`config.mk`:
```
export PLATFORM = sky130hd
export DESIGN_NAME = sha1_counter_keystream_xor
export DESIGN_NICKNAME = d
export VERILOG_FILES = /design/src/rtl/core/sck_pkg.sv /design/src/rtl/core/sck_front.sv /design/src/rtl/core/sck_back.sv /design/src/rtl/core/sha1_counter_keystream_xor.sv
export SDC_FILE = /design/constraint.sdc
export NUM_CORES = 2
export LEC_CHECK = 0
export BUFFER_PORTS_ARGS = -buffer_cell sky130_fd_sc_hd__buf_2
export CAP_MARGIN = 20
export CORE_MARGIN = 2
export CORE_UTILIZATION = 45
export CTS_CLUSTER_DIAMETER = 50
export CTS_CLUSTER_SIZE = 40
export DETAILED_ROUTE_END_ITERATION = 8
export PLACE_DENSITY = 0.61
export SLEW_MARGIN = 40
export SYNTH_ARGS = -nofsm -noshare
export SYNTH_HDL_FRONTEND = slang
export SYNTH_HIERARCHICAL = 1
export SYNTH_SLANG_ARGS = --single-unit
```
`constraint.sdc`:
```
create_clock -name clk -period 17.58 [get_ports clk]
set_input_delay 5.274 -clock clk [delete_from_list [all_inputs] [get_ports clk]]
set_output_delay 5.274 -clock clk [all_outputs]
set_load 0.1 [all_outputs]
```
`src/rtl/core/sck_pkg.sv`:
```
// Package for the SHA-1 counter keystream XOR block.
// Holds shared types, constants and the SHA-1 round helpers; no dependencies.
`default_nettype none
package sck_pkg;
    localparam int KEY_WORDS = 7;
    localparam int ADDR_W = 6;
    localparam int QUEUE_DEPTH = 2;

    localparam logic [31:0] H0 = 32'h67452301;
    localparam logic [31:0] H1 = 32'hEFCDAB89;
    localparam logic [31:0] H2 = 32'h98BADCFE;
    localparam logic [31:0] H3 = 32'h10325476;
    localparam logic [31:0] H4 = 32'hC3D2E1F0;
    localparam logic [31:0] PAD_WORD = 32'h80000000;
    localparam logic [31:0] MSG_BITS = 32'h00000200;

    typedef struct packed {
        logic [59:0] counter;
        logic [3:0]  pos;
        logic [7:0]  data;
        logic        refill;
    } job_t;

    typedef enum logic [1:0] {
        ST_IDLE,
        ST_HASH,
        ST_OUT
    } back_state_t;

    function automatic logic [31:0] round_f(input logic [6:0] t, input logic [31:0] b,
                                            input logic [31:0] c, input logic [31:0] d);
        if (t < 7'd20) round_f = (b & c) | (~b & d);
        else if (t < 7'd40) round_f = b ^ c ^ d;
        else if (t < 7'd60) round_f = (b & c) | (b & d) | (c & d);
        else round_f = b ^ c ^ d;
    endfunction

    function automatic logic [31:0] round_k(input logic [6:0] t);
        if (t < 7'd20) round_k = 32'h5A827999;
        else if (t < 7'd40) round_k = 32'h6ED9EBA1;
        else if (t < 7'd60) round_k = 32'h8F1BBCDC;
        else round_k = 32'hCA62C1D6;
    endfunction
endpackage
`default_nettype wire

```
`src/rtl/core/sck_front.sv`:
```
// Front part: accepts items, classifies refill against the cached counter.
// Depends on sck_pkg.
`default_nettype none
module sck_front
    import sck_pkg::*;
(
    input  wire logic        clk,
    input  wire logic        rst_n,
    input  wire logic        in_valid,
    output logic             in_stall,
    input  wire logic [63:0] byte_offset,
    input  wire logic [7:0]  data_in,
    input  wire logic        key_write,
    output logic             q_valid,
    output job_t             q_job,
    input  wire logic        q_pop
);
    job_t        slot_reg [QUEUE_DEPTH];
    logic [1:0]  count_reg, count_next;
    logic        rd_reg, wr_reg;
    logic [59:0] cnt_reg;
    logic        cv_reg;
    logic        push;
    job_t        job;

    assign in_stall = (count_reg == 2'(QUEUE_DEPTH));
    assign push = in_valid && !in_stall;
    assign q_valid = (count_reg != 2'd0);
    assign q_job = slot_reg[rd_reg];

    always_comb
    begin
        job.counter = byte_offset[63:4];
        job.pos = byte_offset[3:0];
        job.data = data_in;
        job.refill = !cv_reg || (cnt_reg != byte_offset[63:4]);
        count_next = count_reg + 2'(push) - 2'(q_pop);
    end

    always_ff @(posedge clk or negedge rst_n)
    begin
        if (!rst_n)
        begin
            count_reg <= '0;
            rd_reg <= 1'b0;
            wr_reg <= 1'b0;
            cnt_reg <= '0;
            cv_reg <= 1'b0;
        end
        else
        begin
            count_reg <= count_next;
            if (q_pop) rd_reg <= ~rd_reg;
            if (push)
            begin
                wr_reg <= ~wr_reg;
                cnt_reg <= job.counter;
                cv_reg <= 1'b1;
            end
            else if (key_write)
                cv_reg <= 1'b0;
        end
    end

    always_ff @(posedge clk)
    begin
        if (push) slot_reg[wr_reg] <= job;
    end
endmodule
`default_nettype wire

```
`src/rtl/core/sck_back.sv`:
```
// Back part: runs two SHA-1 compressions per refill, one round a cycle.
// Depends on sck_pkg.
`default_nettype none
module sck_back
    import sck_pkg::*;
(
    input  wire logic          clk,
    input  wire logic          rst_n,
    input  wire logic [447:0]  key_bits,
    input  wire logic          q_valid,
    input  wire job_t          q_job,
    output logic               q_pop,
    output logic               out_valid,
    input  wire logic          out_stall,
    output logic [7:0]         data_out
);
    back_state_t state_reg, state_next;
    logic [6:0]   t_reg;
    logic         blk_reg;
    logic [31:0]  w_reg [16];
    logic [31:0]  a_reg, b_reg, c_reg, d_reg, e_reg;
    logic [31:0]  h_reg [5];
    logic [127:0] ks_reg;
    logic [7:0]   out_reg;
    logic [31:0]  w_cur, w_new, tmp;
    logic         start, done_round;
    logic [127:0] ks_sel;
    logic [127:0] ks_use;
    logic [3:0]   pos_reg;
    logic [7:0]   data_reg;

    assign start = (state_reg == ST_IDLE) && q_valid;
    assign done_round = (state_reg == ST_HASH) && (t_reg == 7'd79);

    always_comb
    begin
        w_new = w_reg[13] ^ w_reg[8] ^ w_reg[2] ^ w_reg[0];
        w_new = {w_new[30:0], w_new[31]};
        w_cur = (t_reg < 7'd16) ? w_reg[0] : w_new;
        tmp = {a_reg[26:0], a_reg[31:27]} + round_f(t_reg, b_reg, c_reg, d_reg)
              + e_reg + round_k(t_reg) + w_cur;
    end

    always_comb
    begin
        state_next = state_reg;
        case (state_reg)
            ST_IDLE: if (q_valid) state_next = q_job.refill ? ST_HASH : ST_OUT;
            ST_HASH: if (done_round && blk_reg) state_next = ST_OUT;
            ST_OUT:  if (!out_stall) state_next = ST_IDLE;
            default: state_next = ST_IDLE;
        endcase
    end

    always_comb
    begin
        out_valid = (state_reg == ST_OUT);
        q_pop = out_valid && !out_stall;
        data_out = out_reg;
    end

    always_ff @(posedge clk or negedge rst_n)
    begin
        if (!rst_n)
            state_reg <= ST_IDLE;
        else
            state_reg <= state_next;
    end

    assign ks_sel = {h_reg[0] + tmp, h_reg[1] + a_reg,
                     h_reg[2] + {b_reg[1:0], b_reg[31:2]}, h_reg[3] + c_reg};

    always_ff @(posedge clk)
    begin
        if (start && q_job.refill)
        begin
            t_reg <= '0;
            blk_reg <= 1'b0;
            for (int i = 0; i < 14; i++)
                w_reg[i] <= key_bits[447 - 32*i -: 32];
            w_reg[14] <= {4'd0, q_job.counter[59:32]};
            w_reg[15] <= q_job.counter[31:0];
            {a_reg, b_reg, c_reg, d_reg, e_reg} <= {H0, H1, H2, H3, H4};
            h_reg[0] <= H0; h_reg[1] <= H1; h_reg[2] <= H2;
            h_reg[3] <= H3; h_reg[4] <= H4;
        end
        else if (state_reg == ST_HASH)
        begin
            if (done_round)
            begin
                h_reg[0] <= h_reg[0] + tmp;
                h_reg[1] <= h_reg[1] + a_reg;
                h_reg[2] <= h_reg[2] + {b_reg[1:0], b_reg[31:2]};
                h_reg[3] <= h_reg[3] + c_reg;
                h_reg[4] <= h_reg[4] + d_reg;
                a_reg <= h_reg[0] + tmp;
                b_reg <= h_reg[1] + a_reg;
                c_reg <= h_reg[2] + {b_reg[1:0], b_reg[31:2]};
                d_reg <= h_reg[3] + c_reg;
                e_reg <= h_reg[4] + d_reg;
                t_reg <= '0;
                blk_reg <= 1'b1;
                w_reg[0] <= PAD_WORD;
                for (int i = 1; i < 15; i++) w_reg[i] <= '0;
                w_reg[15] <= MSG_BITS;
                if (blk_reg)
                    ks_reg <= {h_reg[0] + tmp, h_reg[1] + a_reg,
                               h_reg[2] + {b_reg[1:0], b_reg[31:2]}, h_reg[3] + c_reg};
            end
            else
            begin
                t_reg <= t_reg + 7'd1;
                for (int i = 0; i < 15; i++) w_reg[i] <= w_reg[i+1];
                w_reg[15] <= w_cur;
                e_reg <= d_reg;
                d_reg <= c_reg;
                c_reg <= {b_reg[1:0], b_reg[31:2]};
                b_reg <= a_reg;
                a_reg <= tmp;
            end
        end
    end

    assign ks_use = ks_reg;

    always_ff @(posedge clk)
    begin
        if (start)
        begin
            pos_reg <= q_job.pos;
            data_reg <= q_job.data;
        end
        if (start && !q_job.refill)
            out_reg <= q_job.data ^ ks_use[127 - 8*q_job.pos -: 8];
        else if (done_round && blk_reg)
            out_reg <= data_reg ^ ks_sel[127 - 8*pos_reg -: 8];
    end
endmodule
`default_nettype wire

```
`src/rtl/core/sha1_counter_keystream_xor.sv`:
```
// Top level of the SHA-1 counter keystream XOR block.
// Uses sck_pkg, sck_front and sck_back.
//
// Input channel: in_valid/in_stall with byte_offset and data_in. Output
// channel: out_valid/out_stall with data_out, one result per item, in order.
// Key words are written over the APB port at byte address 8*i.
// The front part checks each item's counter against the last accepted one
// and queues it (two entries). The back part runs one SHA-1 round per cycle.
// An item with the cached counter goes from idle straight to output; a new
// counter first costs 160 rounds (two compressions) in the round loop.
// Reset clears the cache and control state. A stalled result holds; the
// queue keeps accepting until full, then in_stall rises.
`default_nettype none
module sha1_counter_keystream_xor
    import sck_pkg::*;
(
    input  wire logic              clk,
    input  wire logic              rst_n,
    input  wire logic              psel,
    input  wire logic              penable,
    input  wire logic              pwrite,
    input  wire logic [ADDR_W-1:0] paddr,
    input  wire logic [63:0]       pwdata,
    output logic [63:0]            prdata,
    output logic                   pready,
    input  wire logic              in_valid,
    output logic                   in_stall,
    input  wire logic [63:0]       byte_offset,
    input  wire logic [7:0]        data_in,
    output logic                   out_valid,
    input  wire logic              out_stall,
    output logic [7:0]             data_out
);
    logic [63:0]  key_reg [KEY_WORDS];
    logic [447:0] key_bits;
    logic         wr, q_valid, q_pop;
    job_t         q_job;

    assign pready = 1'b1;
    assign wr = psel && penable && pwrite && (paddr[ADDR_W-1:3] < 3'(KEY_WORDS));

    always_ff @(posedge clk or negedge rst_n)
    begin
        if (!rst_n)
            for (int i = 0; i < KEY_WORDS; i++) key_reg[i] <= '0;
        else if (wr)
            key_reg[paddr[ADDR_W-1:3]] <= pwdata;
    end

    always_comb
    begin
        prdata = '0;
        if (paddr[ADDR_W-1:3] < 3'(KEY_WORDS)) prdata = key_reg[paddr[ADDR_W-1:3]];
        key_bits = '0;
        for (int i = 0; i < KEY_WORDS; i++) key_bits[447 - 64*i -: 64] = key_reg[i];
    end

    sck_front u_front (
        .clk(clk), .rst_n(rst_n), .in_valid(in_valid), .in_stall(in_stall),
        .byte_offset(byte_offset), .data_in(data_in), .key_write(wr),
        .q_valid(q_valid), .q_job(q_job), .q_pop(q_pop)
    );

    sck_back u_back (
        .clk(clk), .rst_n(rst_n), .key_bits(key_bits), .q_valid(q_valid),
        .q_job(q_job), .q_pop(q_pop), .out_valid(out_valid),
        .out_stall(out_stall), .data_out(data_out)
    );

    a_pop_valid: assert property (@(posedge clk) disable iff (!rst_n)
        q_pop |-> q_valid)
        else $error("pop of empty queue");
    a_out_hold: assert property (@(posedge clk) disable iff (!rst_n)
        out_valid && out_stall |=> out_valid && $stable(data_out))
        else $error("stalled result changed");
endmodule
`default_nettype wire

```
Word level (Yosys, flattened, before mapping)
Memory sizes are Yosys's and may differ from the RTL's.
Index checks and enable logic that the tools add are counted.

storage, ports and cells
  bits in registers = 831
  memory bits (writable) = 818
  bits of input ports = 149
  memories = 3

memories
  memory            depth  bits a word  read ports  clocked after memory_dff  wr ports  RTL line         RTL
  u_back.w_reg      16     32           16          0                         16        sck_back.sv:20   logic [31:0] w_reg [16];
  u_back.h_reg      5      32           5           0                         5         sck_back.sv:22   logic [31:0] h_reg [5];
  u_front.slot_reg  2      73           1           0                         1         sck_front.sv:18  job_t slot_reg [QUEUE_DEPTH];

cells by class
  add/sub/neg operators = 14
  $lt $le $gt $ge = 7
  eq/ne operators = 8
  shifts and indexed selects = 2
  multiplexer cells = 78
  bitwise operators = 56
  reduce and logical (&&, ||, !) cells = 23

operators by type and width
  kind                                                number
  two-way mux 32 bit                                  48
  bitwise mux 448 bit                                 1
  adder 32 bit                                        9
  variable part select 135 x 33 -> 8 bit              2
  two-way mux 64 bit                                  4
  binary-select mux 64 bit (select 3 bit)             1
  demux 64 bit (select 3 bit)                         1
  bitwise XOR 32 bit                                  5
  bitwise AND 32 bit                                  4
  bitwise OR 32 bit                                   3
  != test 60 bit                                      1
  bitwise OR 1 bit                                    37
  NOT 32 bit                                          1
  two-way mux 31 bit                                  1
  two-way mux 8 bit                                   2
  subtractor 7 x 7 -> 8 bit, first input constant     2
  bitwise XOR 8 bit                                   2
  < comparator 7 x 5 -> 1 bit, second input constant  2
  < comparator 7 x 6 -> 1 bit, second input constant  2
  two-way mux 1 bit                                   14
  logical AND 1 bit                                   11
  two-way mux 2 bit                                   4
  adder 7 x 1 -> 7 bit, second input constant         1
  equality test 7 bit, second input constant          1
  20 further kinds                                    29

Depth between registers and ports, before layout
  depth in word-level cells = 15
  mapped depth = 37
  depth with buffers taken out = 35

Hierarchy
Netlist, hierarchy kept.

by module, submodules not included
  module                      instances  cells each  area each (µm²)  seq. area each (µm²)
  sck_back                    1          5,274       55,019.0         27,716.6
  sha1_counter_keystream_xor  1          1,493       20,318.2         11,210.8
  sck_front                   1          464         8,369.3          6,010.8

Worst setup path after synthesis
Ideal clock, no wire load.

  path kind = in2out
  start point = in paddr[4]
  end point = out prdata[11]
  arrival time = 8.483 ns
  required time = 12.306 ns
  setup slack = 3.823 ns
  stages on the path = 6
  buffers on the path = 4
  path through = buf_2 > buf_4 > buf_2 > nor2b_1 > clkbuf_1 > a221oi_1

on the way
  longest elaborated chain between the ends = 5

ends and longest elaborated chain
  element                                                 RTL line                          RTL
  from (decl)                                             sha1_counter_keystream_xor.sv:22  input wire logic [ADDR_W-1:0] paddr,
  NOT 3 -> 4 bit (not written as such)                    sha1_counter_keystream_xor.sv:53  if (paddr[ADDR_W-1:3] < 3'(KEY_WORDS)) prdata = key_reg[paddr[ADDR_W-1:3]];
  binary-select mux 64 bit (select 3 bit)                 sha1_counter_keystream_xor.sv:53
  two-way mux 64 bit (not written as such) (2 in series)  sha1_counter_keystream_xor.sv:53
  two-way mux 64 bit *                                    sha1_counter_keystream_xor.sv:53
  to (decl)                                               sha1_counter_keystream_xor.sv:24  output logic [63:0] prdata,

Every way passes the cells marked *; elsewhere a longest branch is shown, timed or not. The select of a mux whose other input is x is not followed.

Worst setup path after layout
  start point = in paddr[3]
  end point = out prdata[2]

Same word-level chain as after synthesis.

==> flow_metrics.py <==
metrics = {
    "worst_setup_path": {
        "path_buf_inv": 3,
        "path_max_fanout": 70,
        "cp-start-kind": "input port",
        "critical-path-max-stage-delay_ns": 0.80,
        "critPathArrivalTime_ns": 8.30,
        "slowest_stage": "and3b_1",
        "path_cells": "buf_6, and3b_1, buf_4, a222oi_1, o211ai_1, buf_2",
        "ff2ff_setup_slack_ns": 7.14,
        "critPathCaptureType": "output pin",
        "critPathTopFamily": "buffers and inverters",
        "rr_endpoint": "u_back/data_out[7]",
        "rr_startpoint": "u_back/t_reg[6]",
        "crit_start": "paddr[3]",
        "reg2reg_depth": 33,
        "worstPathRequired_ns": 12.31,
        "crit_type": "in -> out",
    },
    "job": {
        "max-cap-violations": 0,
    },
    "sta": {
        "tightest_slew_ns": 0.9574,
        "timing.slew.headroom_pct": 36.17,
        "final-setup-viol-count": 0,
        "hold_ws_ns": 0.4743,
        "finalCritPeriodShare_pct": 77.22,
        "finalClockSkew_ns": 0.06518,
        "setup-tns-final_ns": 0,
        "max_freq_ghz": 0.07366,
        "finalMaxSlewViolations": 0,
        "min_period_ns": 13.58,
        "finalHoldViolations": 0,
        "rsz0062_at_grt": "false",
    },
    "cts": {
        "clkLatencyLatePin_ns": 0.86,
        "cts_setup_buffers": 0,
        "ctsHtreeMaxLevel": 4,
        "cts_sinks": 1649,
        "cts_resized": 0,
        "root_buffer": "clkbuf_16",
        "clkTransAtPathRegs_ns": 0.06,
        "cts_buffer_depth": 3,
        "cts_tree": "yes",
        "cts_hold_repair.buffers": 0,
        "numCtsBuffers": 177,
    },
    "route": {
        "ant_nets": 0,
        "drt_iter0_drc": 6675,
        "wire_per_inst_um": 27.94,
        "drc_errors": 0,
        "firstDrtPassIters": 9,
        "wl_um": 278900,
        "vias_per_cell": 6.139,
        "vias": 61282,
    },
    "final_layout": {
        "final_cell_mix": "989 x nand2_1, 934 x edfxtp_1, 576 x mux2_2",
        "nets": 7806,
        "layout_commonest_cell": "nand2_1",
        "largest_register_ffs": 512,
        "syn_to_final_growth_pct": 12.42,
        "drive_above_1_share_pct": 18.65,
        "final_util_pct": 50.86,
    },
    "worst_hold_path": {
        "hp-start": "u_back/w_reg[0][63]",
        "holdPathEnd": "u_back/w_reg[0][31]",
        "hp-class": "reg -> reg",
        "min_path_cells": 2,
    },
    "place": {
        "place.gp.congestion": 0.9764,
        "place.port_buffers": 219,
        "dp.final_hpwl_um": 186000,
    },
    "global_route": {
        "grt_pass1_vias": 59287,
        "grt_pass1_wl_um": 407400,
        "grt_max_degree": 148,
        "antenna_found_initial": 25,
        "overflow": 0,
        "grt_usage_pct": 28.84,
    },
    "floorplan": {
        "initial_utilization_pct": 45.24,
        "dieHeight_um": 435.3,
        "core_um2": 185000,
        "ios": 224,
        "die_w_um": 435.3,
        "dieArea_um2": 189500,
        "rows": 158,
    },
    "synthesis": {
        "synth_edf_count": 934,
        "synth_warnings": 6,
        "syn_inst": 7231,
        "ys_seq_area_share_pct": 53.69,
        "ys_ff_latch": 1649,
        "synthesis.nets": 7705,
        "synth-async-reset-ratio_pct": 31.23,
        "synth_area_leaders": "edfxtp_1 34%, dfrtp_1 15%, mux2_2 7.7%, dfxtp_1 4.8%, nand2_1 4.4%",
        "post_synth.cell_area_avg_um2": 11.58,
        "syn_area_um2": 83710,
        "yosysTopAreaCell": "edfxtp_1",
        "ys_dominant_reg_cell": "edfxtp_1",
        "synth.distinct_cells": 97,
        "synth_top_cell_area_share_pct": 33.51,
    },
    "outcome": {
        "outcome": "complete, no violations",
    },
}
==> how the worst max path moves through the flow <==
stage                       to  slack (ns)  depth (start not counted)
finish               prdata[2]        4.00                          6
global route        prdata[31]        3.99                          6
CTS                 prdata[31]        4.01                          6
detailed placement  prdata[31]        4.03                          6
global placement    prdata[31]        4.01                          6
floorplan           prdata[11]        3.82                          6
==> area by class of cell <==
type / count / area, um^2
diodes: 14 / 35.03
flip-flops and latches: 1649 / 44940
inverters: 330 / 1256
multi-input cells: 4817 / 36040
clock buffers: 200 / 4671
fillers: 16365 / 90930
repair buffers: 357 / 2471
well taps: 2480 / 3103
clock inverters: 136 / 1588
==> layer usage <==
layer / global-route usage (%) / up-vias / part of all wire (%)
li1: - / 26707 / -
met1: 39.10 / 31314 / 41
met2: 44.59 / 2685 / 45
met3: 5.496 / 564 / 8.3
met4: 13.86 / 12 / 5.3
met5: 0 / - / 0.025
==> synthesized netlist by cell type, types with 45 or more instances <==
| cell type | n |
|---|---|
| buf_2 | 81 |
| clkbuf_1 | 305 |
| nand2_1 | 992 |
| dfrtp_1 | 515 |
| nand3_1 | 431 |
| a221o_1 | 49 |
| and2_1 | 85 |
| a22oi_1 | 47 |
| o21ai_0 | 168 |
| a211oi_1 | 56 |
| fa_1 | 125 |
| nor3_1 | 45 |
| ha_1 | 200 |
| xnor2_1 | 232 |
| nor2_1 | 188 |
| a21oi_1 | 383 |
| nand2b_1 | 45 |
| mux4_2 | 50 |
| a21o_1 | 93 |
| edfxtp_1 | 934 |
| dfxtp_1 | 200 |
| inv_1 | 328 |
| xor2_1 | 108 |
| mux2i_1 | 84 |
| mux2_2 | 576 |
| a22o_1 | 161 |
| o211ai_1 | 94 |
==> worst min-delay path, cell delays in order, from the launching register on <==
cell and delay, ns:
edfxtp_1 0.32, a221oi_1 0.07, nand2_1 0.05
==> stage by stage <==
stage	setup WS, ns	cell area [um^2]	std cells
global route	3.990	94080	9974
detailed placement	4.030	87710	9630
floorplan	3.823	83710	7231
finish	4.004	94100	9983
CTS	4.006	93970	9966
global placement	4.009	87390	9624
==> cell families after synthesis <==
kind of cell / count (synthesis) / synth area share (%)
flip-flops: 1649 / 53.69
buffers and inverters: 765 / 3.583
other: 1 / 0.004480
AO/OA/AOI/OAI: 1448 / 12.16
adder cells (fa/ha/maj): 325 / 5.979
AND/OR/NAND/NOR: 1968 / 10.60
XOR/XNOR: 340 / 3.558
multiplexers: 735 / 10.43
Power is not shown: default switching activity piles up to over one toggle a cycle in this logic, so the estimate is an artifact.
